`src/assert_macros.svh`:
```
// ----------------------------------------------------------------------------
// assert_macros.svh
// Shared concurrent assertion macros for the formatter RTL.
// ----------------------------------------------------------------------------
`ifndef ASSERT_MACROS_SVH
`define ASSERT_MACROS_SVH

// The consequent must hold in the same cycle as the antecedent.
`define ASSERT_IMPLIES(label, clk, rst, ante, cons) \
  label: assert property (@(posedge clk) disable iff (rst) (ante) |-> (cons)) \
    else $error("implication check failed");

// The consequent must hold in the cycle after the antecedent.
`define ASSERT_NEXT(label, clk, rst, ante, cons) \
  label: assert property (@(posedge clk) disable iff (rst) (ante) |=> (cons)) \
    else $error("next-cycle check failed");

// The expression must hold at every clock edge out of reset.
`define ASSERT_ALWAYS(label, clk, rst, expr) \
  label: assert property (@(posedge clk) disable iff (rst) (expr)) \
    else $error("invariant check failed");

`endif

```
`src/pfe_pkg.sv`:
```
// ----------------------------------------------------------------------------
// pfe_pkg
// Types, constants and helpers shared by the format engine modules.
// ----------------------------------------------------------------------------
package pfe_pkg;

  localparam int CountBits   = 16;
  localparam int DigitBuffer = 11;
  localparam int DigIdxW     = $clog2(DigitBuffer);
  localparam int DigCntW     = $clog2(DigitBuffer + 1);
  localparam int QueueDepth  = 2;
  localparam int QueuePtrW   = $clog2(QueueDepth);
  localparam int QueueCntW   = $clog2(QueueDepth + 1);

  localparam logic [15:0] CapacityReset = 16'd256;

  localparam logic [7:0] CharPercent = 8'h25;
  localparam logic [7:0] CharMinus   = 8'h2d;
  localparam logic [7:0] CharNul     = 8'h00;
  localparam logic [7:0] CharD       = 8'h64;
  localparam logic [7:0] CharI       = 8'h69;
  localparam logic [7:0] CharX       = 8'h78;
  localparam logic [7:0] CharO       = 8'h6f;
  localparam logic [7:0] CharC       = 8'h63;

  // n / 10 == (n * DecRecip) >> DecShift for every 32-bit n.
  localparam logic [63:0] DecRecip = 64'h0000_0000_CCCC_CCCD;
  localparam int          DecShift = 35;

  typedef struct packed {
    logic        cmd;
    logic [7:0]  format_byte;
    logic [31:0] arg_word;
  } in_item_t;

  typedef struct packed {
    logic [7:0]  out_char;
    logic        stored;
    logic [15:0] position;
    logic        is_terminator;
    logic        last_of_run;
    logic [15:0] total_count;
  } out_item_t;

  typedef enum logic [1:0] {
    KIND_CHAR,
    KIND_NUM,
    KIND_END
  } cmd_kind_t;

  typedef enum logic [1:0] {
    BASE_DEC,
    BASE_HEX,
    BASE_OCT
  } num_base_t;

  // One classified command handed from the front end to the back end.
  typedef struct packed {
    cmd_kind_t   kind;
    num_base_t   base;
    logic [7:0]  ch;
    logic        neg;
    logic        pct;
    logic [31:0] mag;
  } cmd_t;

  typedef struct packed {
    logic full;
    logic empty;
  } q_status_t;

  typedef enum logic [1:0] {
    ST_IDLE,
    ST_CONV,
    ST_EMIT
  } back_state_t;

  function automatic logic [7:0] hex_digit(input logic [3:0] v);
    logic [7:0] c;
    if (v < 4'd10) begin
      c = 8'h30 + {4'h0, v};
    end else begin
      c = 8'h57 + {4'h0, v};
    end
    return c;
  endfunction

endpackage

```
`src/pfe_queue.sv`:
```
// ----------------------------------------------------------------------------
// pfe_queue
// Short command queue between the front end and the back end.
// ----------------------------------------------------------------------------
module pfe_queue (
  input  logic               clk,
  input  logic               rst,
  input  logic               push,
  input  pfe_pkg::cmd_t      push_data,
  input  logic               pop,
  output pfe_pkg::cmd_t      pop_data,
  output pfe_pkg::q_status_t status
);

  pfe_pkg::cmd_t                 entries [pfe_pkg::QueueDepth];
  logic [pfe_pkg::QueuePtrW-1:0] wr_ptr;
  logic [pfe_pkg::QueuePtrW-1:0] rd_ptr;
  logic [pfe_pkg::QueueCntW-1:0] count;
  logic                          do_push;
  logic                          do_pop;

  assign status.full  = (count == pfe_pkg::QueueCntW'(pfe_pkg::QueueDepth));
  assign status.empty = (count == '0);
  assign do_push      = push && !status.full;
  assign do_pop       = pop && !status.empty;
  assign pop_data     = entries[rd_ptr];

  always_ff @(posedge clk) begin
    if (rst) begin
      wr_ptr <= '0;
      rd_ptr <= '0;
      count  <= '0;
    end else begin
      if (do_push) begin
        wr_ptr <= (wr_ptr == pfe_pkg::QueuePtrW'(pfe_pkg::QueueDepth - 1)) ?
                  '0 : wr_ptr + 1'b1;
      end
      if (do_pop) begin
        rd_ptr <= (rd_ptr == pfe_pkg::QueuePtrW'(pfe_pkg::QueueDepth - 1)) ?
                  '0 : rd_ptr + 1'b1;
      end
      if (do_push && !do_pop) begin
        count <= count + 1'b1;
      end else if (do_pop && !do_push) begin
        count <= count - 1'b1;
      end
    end
  end

  always_ff @(posedge clk) begin
    if (do_push) begin
      entries[wr_ptr] <= push_data;
    end
  end

endmodule

```
`config.mk`:
```
export PLATFORM = sky130hd
export DESIGN_NAME = pfe_queue
export DESIGN_NICKNAME = d
export VERILOG_FILES = /design/src/assert_macros.svh /design/src/pfe_pkg.sv /design/src/pfe_queue.sv
export SDC_FILE = /design/constraint.sdc
export NUM_CORES = 1
export LEC_CHECK = 0
export BUFFER_PORTS_ARGS = -buffer_cell sky130_fd_sc_hd__buf_2
export CORE_MARGIN = 5
export CORE_UTILIZATION = 40
export CTS_CLUSTER_SIZE = 20
export DETAILED_ROUTE_END_ITERATION = 16
export GPL_TIMING_DRIVEN = 1
export HOLD_SLACK_MARGIN = 0.15
export PLACE_DENSITY_LB_ADDON = 0.25
export SYNTH_ARGS = -nofsm -noshare
export SYNTH_HDL_FRONTEND = slang
export SYNTH_SLANG_ARGS = --single-unit
```
`constraint.sdc`:
```
create_clock -name clk -period 3.55 [get_ports clk]
set_clock_uncertainty 0.1 [all_clocks]
set_input_delay 0.71 -clock clk [delete_from_list [all_inputs] [get_ports clk]]
set_output_delay 0.71 -clock clk [all_outputs]
set_load 0.05 [all_outputs]
```
=== Word-level counts from Yosys, hierarchy flattened ===
Memory sizes are Yosys's and may differ from the RTL's. A register that Yosys moved wholly into a read port is not among the register bits.
Cells that the tools add are included.

* Add/sub/neg operators: 4
* Equality and inequality tests: 1
* Mux-type cells: 8
* Reductions and logical operators: 10

{| class="wikitable"
|+ Operators with widths
! cell !! count
|-
| two-way mux 1 bit || 6
|-
| logical AND 1 bit || 4
|-
| logical NOT 1 bit || 4
|-
| two-way mux 2 bit || 2
|-
| adder 1 bit (second input constant) || 2
|-
| adder 2 x 1 -> 2 bit (second input constant) || 1
|-
| equality test 2 bit (second input constant) || 1
|-
| logical NOT 2 bit || 1
|-
| nonzero test 2 bit || 1
|-
| subtractor 2 x 1 -> 2 bit (second input constant) || 1
|}

* Flip-flop bits (word level): 4
* Bits in writable memories: 92
* Input port bits: 50
* Output and inout bits: 48
* Logic and storage cells: 27
* Memories kept: 1

{| class="wikitable"
|+ Memory list
! name !! depth !! bits a word !! rd ports !! clocked after memory_dff !! wr ports !! line !! source
|-
| entries || 2 || 46 || 1 || 1 || 1 || pfe_queue.sv:15 || <nowiki>pfe_pkg::cmd_t entries [pfe_pkg::QueueDepth];</nowiki>
|}

=== Longest topological paths before layout ===
* Depth after elaboration: 7
* Depth in mapped cells: 6
* Depth with buffers taken out: 6

=== Least setup slack after synthesis ===
OpenSTA, ideal clock, no wires.

* Kind: input to register
* Start point: input port push
* End point: memory entries[0][0] (netlist name), enable pin
* Setup time: 0.400 ns
* Arrival: 2.019 ns
* Required time: 3.050 ns
* Setup slack: 1.031 ns
* Stages: 3
* Buffers on the path: 0
* Cell sequence: inv_1 -> or3_1 -> inv_1

* Longest elaborated chain between the ends: 3

{| class="wikitable"
|+ RTL lines
! what !! line !! source
|-
| start, declared || pfe_queue.sv:8 || <nowiki>input logic push,</nowiki>
|-
| logical AND 1 bit || pfe_queue.sv:24 || <nowiki>assign do_push = push && !status.full;</nowiki>
|-
| two-way mux 1 bit || pfe_queue.sv:51 || <nowiki>if (do_push) begin</nowiki>
|-
| two-way mux 1 bit (implied by the code) || pfe_queue.sv:52 || <nowiki>entries[wr_ptr] <= push_data;</nowiki>
|-
| end, declared || pfe_queue.sv:15 ||
|}

Every way passes these cells.

==> results.yml <==
logic_synthesis:
  synthFlopType: "edfxtp_1"
  avgSynthCellArea_um2: 21.0
  synth_top_area_cell: "edfxtp_1"
  yosysSeqAreaShare: 0.810
  netlist.area_leader.share: 0.782
  synth_compound_area_frac: 0.00708
  yosys_warnings: 0
  synth_xor_area_frac: 0.00744
  yosys.area_share.simple: 0.0131
  synthArstFlopShare: 0
  synth_edf_count: 92
  syn_area_mm2: 0.00353
  synth_mux_area_frac: 0.147
  yosys.area_share.adder: 0.00354
  synthTopCellsByArea: "edfxtp_1, mux2_2, dfxtp_1"
  synthesis.nets: 219
  synthCells: 168
  ys_ff_latch: 97
  synth_top_family_by_area: "multiplexers"
  synth.most_common_cell: "edfxtp_1"
  yosysUniqueCellTypes: 14
  synthTopCellsByCount: "edfxtp_1, mux2_2, dfxtp_1, nor2_1, buf_4"
critical_path:
  cp_cell_sequence: "buf_12 -> mux2_2 -> buf_2"
  path_class: "register to primary output"
  r2r-end: "entries[0][37]"
  cpMaxStageDelayCell: "dfxtp_2"
  critical_path_buf_inv_count: 2
  r2r_cells: 4
  cp-end-kind: "primary output"
  r2r_start: "count[0]"
  cp-start-kind: "register"
  cp_top_family: "flip-flops"
  r2r_slack_ns: 1.49
  cpPeakStageDelay_ns: 0.73
  path_max_fanout: 24
  worstPathArrival_ns: 1.94
  required_ns: 2.74
place:
  dp.cells: 373
  dp_hpwl_mm: 4.50
  placed_cell_area_mm2: 0.00417
  gp_congestion: 0.692
  port_buffers: 97
min_path:
  worstHoldPathType: "register to register"
  min_to: "wr_ptr"
  hold_depth: 2
  worstHoldStart: "wr_ptr"
die:
  coreArea_mm2: 0.00868
  pin_count: 98
  start_util: 0.407
  die-area_mm2: 0.0108
  rows: 34
  die_h_um: 104
  die_x_um: 104
layout:
  final_core_utilization: 0.503
  layout.cells.non_filler: 389
  area_delta_synth_final_pct: 23.6
  diodes: 0
  layout.nets: 327
  fin_area_mm2: 0.00437
  drive_gt1_frac: 0.594
cts:
  clock_sinks: 97
  cts_hold_buf: 0
  cts_made_buffers: 9
  cts_setup_buffers: 0
  clock_latency_ns: 0.34
  ctsResizeCount: 0
  cts_root_buffer: "clkbuf_8"
  cts_buffer_depth: 2
  cts_tree: "yes"
  clkTransAtPathRegs_ns: 0.09
  ctsHtreeMaxLevel: 3
detailed_routing:
  drtAntennaViolNets: 0
  firstDrtPassIters: 4
  via_per_inst: 4.73
  via_count: 1841
  drc_errors: 0
  wirelength_mm: 6.58
  first_iter_violations: 64
  wire_per_inst_um: 16.9
timing:
  whs_ns: 0.395
  worstMarginPinSlew_ns: 0.697
  period_needed_ns: 2.75
  rsz0062_at_grt: "no"
  max_freq_ghz: 0.363
  hold_viol: 0
  totalNegativeSetupSlack_ns: 0
  setup_viol: 0
  slew_violations: 0
  slew_headroom: 0.535
  fin_crit_sh: 0.775
status:
  status: "completed"
grt:
  grt_max_degree: 29
  grt_use_total: 0.123
  grt_pass1_vias: 1970
  grt_overflow: 0
  grt_pass1_wl_mm: 10.3
  antenna_found_initial: 0
pwr:
  power_density_mw_per_mm2: 809
  vdd_ir_drop_max_uv: 313
  leakagePower_uw: 0.00163
run:
  drv_cap: 0
## flip-flops by register name, indices dropped and copies added (netlist names), named ones only
| register | count |
|---|---|
| rd_ptr | 1 |
| wr_ptr | 1 |
| entries | 92 |
| count | 2 |
## per-layer routing
| layer | share of wire | GRT usage | vias to the layer above |
|---|---|---|---|
| li1 | - | - | 866 |
| met1 | 0.43 | 0.150 | 895 |
| met2 | 0.48 | 0.196 | 74 |
| met3 | 0.082 | 0.0521 | 6 |
| met4 | 0.0097 | 0.0416 | 0 |
| met5 | 0 | 0 | - |
## worst max path at each step
| stage | startpoint | end | slack, ns | depth (start not counted) |
|---|---|---|---|---|
| 6_report | register | pop_data[35] | 0.80 | 3 |
| 5_1_grt | register | pop_data[35] | 0.71 | 3 |
| 3_3_place_gp | push | entries[0][36] | 1.14 | 5 |
| 3_5_place_dp | push | entries[0][36] | 1.10 | 5 |
| 4_1_cts | register | pop_data[35] | 0.76 | 3 |
| 2_1_floorplan | push | entries[0][0] | 1.03 | 3 |
## report_power, final
part | total (uW) | internal [uW] | switching [uW]
clock | 694 | 329 | 366
combinational | 1320 | 376 | 942
sequential | 1520 | 1440 | 81.0
## cells by family after synthesis
family	count (synthesis)
flops	97
compound gates	5
mux	46
buf+inv	7
xor+xnor	3
simple gates	9
fa+ha+maj	1
## cell usage in the layout, fill, tap and decap left out
cell type / n
inv_1: 1
mux2_2: 46
inv_6: 1
nor2_1: 5
inv_2: 1
edfxtp_1: 92
nor2b_2: 1
dfxtp_1: 4
clkinv_4: 1
clkbuf_1: 1
ha_1: 1
and2_2: 1
xor2_1: 3
o21ai_0: 3
a21oi_1: 2
clkinv_2: 1
bufinv_16: 1
buf_12: 1
or3_1: 2
buf_2: 97
clkinvlp_4: 2
clkbuf_8: 9
buf_4: 4
dfxtp_2: 1
## worst reg2reg max path, cell delays in order (launching register included)
cell and delay [ns]:
dfxtp_1 0.44, nor2b_2 0.08, or3_1 0.35, inv_2 0.43, buf_4 0.35
## per-stage QoR
stage | setup WS (ns) | total power, uW
final | 0.798 | 3530
after global routing | 0.714 | 3700
after CTS | 0.758 | 3570
after detailed placement | 1.10 | 2880
after global placement | 1.14 | 2870
after floorplan | 1.03 | 2570
## cell type report
cell class	instances	area [um^2]
clock buffers	10	128
clock inverters	6	67.6
fillers	772	4310
inverters	2	7.51
multi-input cells	64	629
flip-flops and latches	97	2860
well taps	108	135
repair buffers	102	536
(Power assumes the default switching activity.)
