[config.mk]
export PLATFORM = sky130hd
export DESIGN_NAME = pfe_front
export DESIGN_NICKNAME = d
export VERILOG_FILES = /design/src/assert_macros.svh /design/src/pfe_pkg.sv /design/src/pfe_front.sv
export SDC_FILE = /design/constraint.sdc
export NUM_CORES = 1
export LEC_CHECK = 0
export ABC_AREA = 1
export BUFFER_PORTS_ARGS = -buffer_cell sky130_fd_sc_hd__buf_2
export CORE_MARGIN = 2
export CORE_UTILIZATION = 48
export DETAILED_ROUTE_END_ITERATION = 10
export GPL_ROUTABILITY_DRIVEN = 0
export PLACE_DENSITY_LB_ADDON = 0.15
export SKIP_LAST_GASP = 1
export SYNTH_ARGS = -nofsm -noshare
export SYNTH_HDL_FRONTEND = slang
export SYNTH_SLANG_ARGS = --single-unit
export TNS_END_PERCENT = 30
[constraint.sdc]
create_clock -name clk -period 1.91 [get_ports clk]
set_input_delay 0.0955 -clock clk [delete_from_list [all_inputs] [get_ports clk]]
set_output_delay 0.0955 -clock clk [all_outputs]
set_load 0.05 [all_outputs]
[src/assert_macros.svh]
// ----------------------------------------------------------------------------
// assert_macros.svh
// Shared concurrent assertion macros for the formatter RTL.
// ----------------------------------------------------------------------------
`ifndef ASSERT_MACROS_SVH
`define ASSERT_MACROS_SVH

// The consequent must hold in the same cycle as the antecedent.
`define ASSERT_IMPLIES(label, clk, rst, ante, cons) \
  label: assert property (@(posedge clk) disable iff (rst) (ante) |-> (cons)) \
    else $error("implication check failed");

// The consequent must hold in the cycle after the antecedent.
`define ASSERT_NEXT(label, clk, rst, ante, cons) \
  label: assert property (@(posedge clk) disable iff (rst) (ante) |=> (cons)) \
    else $error("next-cycle check failed");

// The expression must hold at every clock edge out of reset.
`define ASSERT_ALWAYS(label, clk, rst, expr) \
  label: assert property (@(posedge clk) disable iff (rst) (expr)) \
    else $error("invariant check failed");

`endif

[src/pfe_pkg.sv]
// ----------------------------------------------------------------------------
// pfe_pkg
// Types, constants and helpers shared by the format engine modules.
// ----------------------------------------------------------------------------
package pfe_pkg;

  localparam int CountBits   = 16;
  localparam int DigitBuffer = 11;
  localparam int DigIdxW     = $clog2(DigitBuffer);
  localparam int DigCntW     = $clog2(DigitBuffer + 1);
  localparam int QueueDepth  = 2;
  localparam int QueuePtrW   = $clog2(QueueDepth);
  localparam int QueueCntW   = $clog2(QueueDepth + 1);

  localparam logic [15:0] CapacityReset = 16'd256;

  localparam logic [7:0] CharPercent = 8'h25;
  localparam logic [7:0] CharMinus   = 8'h2d;
  localparam logic [7:0] CharNul     = 8'h00;
  localparam logic [7:0] CharD       = 8'h64;
  localparam logic [7:0] CharI       = 8'h69;
  localparam logic [7:0] CharX       = 8'h78;
  localparam logic [7:0] CharO       = 8'h6f;
  localparam logic [7:0] CharC       = 8'h63;

  // n / 10 == (n * DecRecip) >> DecShift for every 32-bit n.
  localparam logic [63:0] DecRecip = 64'h0000_0000_CCCC_CCCD;
  localparam int          DecShift = 35;

  typedef struct packed {
    logic        cmd;
    logic [7:0]  format_byte;
    logic [31:0] arg_word;
  } in_item_t;

  typedef struct packed {
    logic [7:0]  out_char;
    logic        stored;
    logic [15:0] position;
    logic        is_terminator;
    logic        last_of_run;
    logic [15:0] total_count;
  } out_item_t;

  typedef enum logic [1:0] {
    KIND_CHAR,
    KIND_NUM,
    KIND_END
  } cmd_kind_t;

  typedef enum logic [1:0] {
    BASE_DEC,
    BASE_HEX,
    BASE_OCT
  } num_base_t;

  // One classified command handed from the front end to the back end.
  typedef struct packed {
    cmd_kind_t   kind;
    num_base_t   base;
    logic [7:0]  ch;
    logic        neg;
    logic        pct;
    logic [31:0] mag;
  } cmd_t;

  typedef struct packed {
    logic full;
    logic empty;
  } q_status_t;

  typedef enum logic [1:0] {
    ST_IDLE,
    ST_CONV,
    ST_EMIT
  } back_state_t;

  function automatic logic [7:0] hex_digit(input logic [3:0] v);
    logic [7:0] c;
    if (v < 4'd10) begin
      c = 8'h30 + {4'h0, v};
    end else begin
      c = 8'h57 + {4'h0, v};
    end
    return c;
  endfunction

endpackage

[src/pfe_front.sv]
// ----------------------------------------------------------------------------
// pfe_front
// Accepts format transactions, tracks a pending percent and classifies each
// byte into a command for the back end.
// ----------------------------------------------------------------------------
module pfe_front (
  input  logic               clk,
  input  logic               rst,
  input  logic               in_valid,
  output logic               in_stall,
  input  pfe_pkg::in_item_t  in_data,
  input  pfe_pkg::q_status_t q_status,
  output logic               push,
  output pfe_pkg::cmd_t      push_data
);

  logic percent_pending;
  logic percent_pending_next;
  logic accept;
  logic want_push;

  assign in_stall = q_status.full;
  assign accept   = in_valid && !in_stall;
  assign push     = accept && want_push;

  always_comb begin
    percent_pending_next = percent_pending;
    want_push            = 1'b1;
    push_data.kind       = pfe_pkg::KIND_CHAR;
    push_data.base       = pfe_pkg::BASE_DEC;
    push_data.ch         = in_data.format_byte;
    push_data.neg        = 1'b0;
    push_data.pct        = 1'b0;
    push_data.mag        = in_data.arg_word;
    if (in_data.cmd) begin
      push_data.kind       = pfe_pkg::KIND_END;
      push_data.pct        = percent_pending;
      percent_pending_next = 1'b0;
    end else if (percent_pending) begin
      percent_pending_next = 1'b0;
      priority if (in_data.format_byte == pfe_pkg::CharD ||
                   in_data.format_byte == pfe_pkg::CharI) begin
        push_data.kind = pfe_pkg::KIND_NUM;
        push_data.neg  = in_data.arg_word[31];
        if (in_data.arg_word[31]) begin
          push_data.mag = ~in_data.arg_word + 32'd1;
        end
      end else if (in_data.format_byte == pfe_pkg::CharX) begin
        push_data.kind = pfe_pkg::KIND_NUM;
        push_data.base = pfe_pkg::BASE_HEX;
      end else if (in_data.format_byte == pfe_pkg::CharO) begin
        push_data.kind = pfe_pkg::KIND_NUM;
        push_data.base = pfe_pkg::BASE_OCT;
      end else if (in_data.format_byte == pfe_pkg::CharC) begin
        push_data.ch = in_data.arg_word[7:0];
      end else begin
        // Unknown conversion: print the percent and drop the byte.
        push_data.ch = pfe_pkg::CharPercent;
      end
    end else if (in_data.format_byte == pfe_pkg::CharPercent) begin
      percent_pending_next = 1'b1;
      want_push            = 1'b0;
    end
  end

  always_ff @(posedge clk) begin
    if (rst) begin
      percent_pending <= 1'b0;
    end else if (accept) begin
      percent_pending <= percent_pending_next;
    end
  end

endmodule

# Yosys cells after proc, flatten, opt, wreduce, memory -nomap -nowiden
# Index checks and enable logic that the tools add are counted.
# word_totals
register_bits,1
inputBits,46
output_inout_bits,48
# classes
add_sub_neg,1
n_eq_ne,6
muxes,22
n_bitwise,1
reduce_logical,4
# op_table
cell,n
$mux W32,4
$eq A8 B7 Y1 const B,5
$add A32 B1 Y32 const B,1
$not A32 Y32,1
$mux W8,3
$mux W13,1
$mux W11,1
$mux W10,1
$eq A8 B6 Y1 const B,1
$mux W1,8
$mux W3,2
$mux W2,2
$logic_and A1 B1 Y1,2
$logic_not A1 Y1,1
$logic_or A1 B1 Y1,1

# Logic depth before layout (Yosys ltp)
# logic_depth
depth_word,7
mapped_depth,11
ltp_nobuf,11

# Least setup slack after synthesis
# OpenSTA, ideal clock, no wires.
# synth_timing
path_kind,register to output
from,register percent_pending
to,output push_data[38] (netlist bit)
arrival_time_ps,1901
required_time_ps,1814
slack_ps,-87
path_stages_with_launch,7
path_cell_list,dfxtp_1 inv_1 nor2_4 nand3_1 nor2_1 a21oi_1 nand2_1
# synth_rtl
element,line,source
start: declaration,pfe_front.sv:17,logic percent_pending;
start signal: assignment,pfe_front.sv:70,percent_pending <= percent_pending_next;
end: declaration,pfe_front.sv:14,output pfe_pkg::cmd_t push_data

==> out/results.md <==
### Outcome
* completed — run status

### GRT
* 7.20 mm — first-pass GRT wire length
* 23.9% — Tot GR Track Use
* 24 — pin count of the biggest net entering global routing
* 1,735 — via count of the first global-routing pass
* 0 — initial antenna violation count
* 0 — Remaining Overflow, GRT

### Synthesis
* 0 — Warnings, synthesis
* 344 — gate count of the mapped netlist
* 1580 sq um — netlist area before placement
* 23.3% — share of the synthesized area in the top cell type
* 391 — syn nets
* 1.27% — sequential fraction of the synthesis area
* 25 — number of unique standard cell types used by synthesis
* nand2_1 — cell taking the most area after synthesis
* 4.58 sq um — average footprint of a synthesized cell
* 1 — Yosys reg bits
* nand2_1, nor2_1, inv_1 — Synth area leaders

### Timing
* 369 ps — Tightest Pin Transition
* 0 ps — Max Clock Skew
* 1750 ps — shortest clock period the worst path allows after layout
* 91.6% — Final Cycle Share
* 0 — number of hold violations in the final report
* 0 — setup-violating endpoint count in the final report
* 75.3% — Slew headroom
* 571 MHz — peak clock frequency supported by timing
* no — unrepaired setup endpoints after global routing
* 0 — count of final max-slew check failures

### Route
* 0 — Antenna Nets Post-Route
* 1.99 mm — met2 routed wirelength
* 4.79 — DR vias/cell
* 389 um — total met3 wirelength after detailed routing
* 2.07 mm — detailed-routing wirelength on met1
* 5 — number of detailed-route iterations in the first pass
* 2,284 — vias after detailed routing
* 4.47 mm — total length of routed wires
* met4 — top layer in use
* 0 — number of remaining DRC errors
* 159 — number of violations reported at the end of detailed-routing iteration 0
* 9.38 um — wire per inst

### Layout
* percent_pending — register bank with the most flops
* 325 — # fillers
* 1240 sq um — multi-input combinational cell area
* 20.0 sq um — area occupied by registers
* percent_pending x1 — registers with the highest flip-flop counts
* 1 — number of flip-flops under the largest register name
* 2090 sq um — post-layout instance area
* 482 — count of nets after finishing
* 67.8% — final design utilization
* 32.3% — Area Growth Syn to Fin
* 26.6% — ratio of cells with drive above 1 in the final layout
* 0 — count of antenna diodes in the layout

### Die
* 94 — total I/O pin count
* 51.2% — initial standard-cell utilization of the core
* 20 — row count
* 61.3 um — vertical extent of the die
* 3080 sq um — standard cell core area
* 61.3 um — horizontal die dimension
* 3760 sq um — die area

### Placed design
* 2090 sq um — area post-placement
* 92 — IO Port Bufs
* 3.90 mm — estimated wirelength of the detail-placed design

### Worst setup path
* 1810 ps — required time of the critical path
* 3 — Worst Reg-to-Reg Cells
* dfxtp_1 — slowest stage cell on the critical path
* simple AND/OR/NAND/NOR gates — largest delay contributor family on the critical path
* 3 — critical path buffer and inverter count
* 950 ps — slack of the worst reg-to-reg path
* 7 — crit-path max FO
* 350 ps — largest stage delay on the critical path
* flip-flop to output pin — startpoint-to-endpoint class of the critical path
* inv_1 — cell repeated most along the worst path
* flip-flop — startpoint type of the worst setup path
* 1650 ps — Worst EP arrival
* percent_pending — start of the worst register-to-register path
* inv_1 -> nor2_4 -> inv_1 -> nor2_1 -> nand2_1 -> o22ai_1 -> buf_2 — cell breakdown of the critical path
* percent_pending — reg2reg end
* output pin — capturing element type of the critical path

### Pwr
* 1.27 nW — Static Leak
* 226 nW/um^2 — ratio of total power to cell area
* 0.166 mV — maximum ir drop on the vdd rail

### Worst hold path
* percent_pending — Min-Delay Endpoint
* input port to flip-flop — class of the tightest hold or removal check
* 2 — WHS Path Cells
* rst — Hold Startpoint

### Flow run
* 0 — Maximum Capacitance Violations

### Clock network
* 0 ps — clock transition at the registers of the reported paths
* 0 — number of instances resized during post-cts repair
* 0 — number of hold buffers added after CTS
* 0 ps — Clock Latency Late Sink
* 0 — buffers inserted by post-CTS timing repair

## power breakdown
part,internal (W),switching [W]
Combinational,0.000116,0.000331
Sequential,0.0000225,0.00000122
Clock,0,0
## stage by stage
step                std cells  TNS (ps)  hold WS (ps)  total power, W  worst slack (ps)
finish                    477         0           266        0.000471               160
global route              477         0           279        0.000506              19.8
CTS                       477         0           270        0.000471               201
detailed placement        477         0           268        0.000469               218
global placement          477         0           260        0.000465               237
floorplan                 344      -126           175        0.000336             -75.7
## logic make-up (layout without fill, tap and decap cells)
group,Yosys count,after routing,synth area share [%]
compound gates,12,12,4.44
xor+xnor,15,15,8.33
fa+ha+maj,1,1,0.794
buf+inv,75,164,20.2
flops,1,1,1.27
simple gates,240,240,64.9
## how the worst max path moves through the flow
stage / startpoint / endpoint / slack [ps] / depth (start not counted)
floorplan: percent_pending / push_data[37] / -80 / 4
global placement: percent_pending / push_data[34] / 240 / 7
detailed placement: percent_pending / push_data[36] / 220 / 7
CTS: percent_pending / push_data[36] / 200 / 7
global route: percent_pending / push_data[34] / 20 / 7
finish: percent_pending / push_data[36] / 160 / 7
## final cells by class
type | count | share of cell area (%)
multi-input combinational | 268 | 59.4
timing repair buffer | 96 | 24.7
inverter | 68 | 12.2
sequential | 1 | 0.960
tap | 44 | 2.64
## cells in the mapped netlist
| cell type | instances |
|---|---|
| nor2_4 | 3 |
| clkinv_1 | 1 |
| a21oi_1 | 2 |
| a21boi_0 | 1 |
| nor3_1 | 8 |
| nand2_1 | 98 |
| nand3_2 | 1 |
| nand2_2 | 1 |
| nor4_1 | 1 |
| a22oi_1 | 1 |
| o22ai_1 | 2 |
| nand4_1 | 3 |
| ha_1 | 1 |
| inv_2 | 2 |
| nor2_1 | 91 |
| buf_6 | 3 |
| o211ai_1 | 1 |
| nand4_4 | 1 |
| nor2_2 | 10 |
| nand3_1 | 23 |
| xor2_1 | 15 |
| o21ai_0 | 5 |
| dfxtp_1 | 1 |
| inv_1 | 65 |
| buf_4 | 4 |
## layer usage
metal / vias up / global-route usage (%)
li1: 1203 / -
met1: 977 / 34.7
met2: 102 / 41.0
met3: 2 / 1.05
met4: 0 / 0.932
met5: - / 0
## cells in the final DEF, fill, tap and decap left out
cell type	synthesis	layout
a22oi_1	1	1
nand2_2	1	1
buf_4	4	2
buf_12	0	2
inv_1	65	65
nor2_2	10	11
a21oi_1	2	2
nor3_1	8	8
nand3_2	1	1
ha_1	1	1
buf_2	0	92
nor4_1	1	1
nor2_1	91	90
nand4_4	1	1
nand3_1	23	23
o22ai_1	2	2
o21ai_0	5	5
nor2_4	3	3
xor2_1	15	15
o211ai_1	1	1
clkinv_1	1	1
a21boi_0	1	1
dfxtp_1	1	1
inv_2	2	2
nand2_1	98	98
nand4_1	3	3
## worst register-to-register path, delay by kind of cell, from the launching register on
kind	cells	cell delay [ps]
DFF	1	310
AOI/OAI and AO/OA	1	150
and+or+nand+nor	2	420
Note: power is estimated with default switching activity, not from simulation.
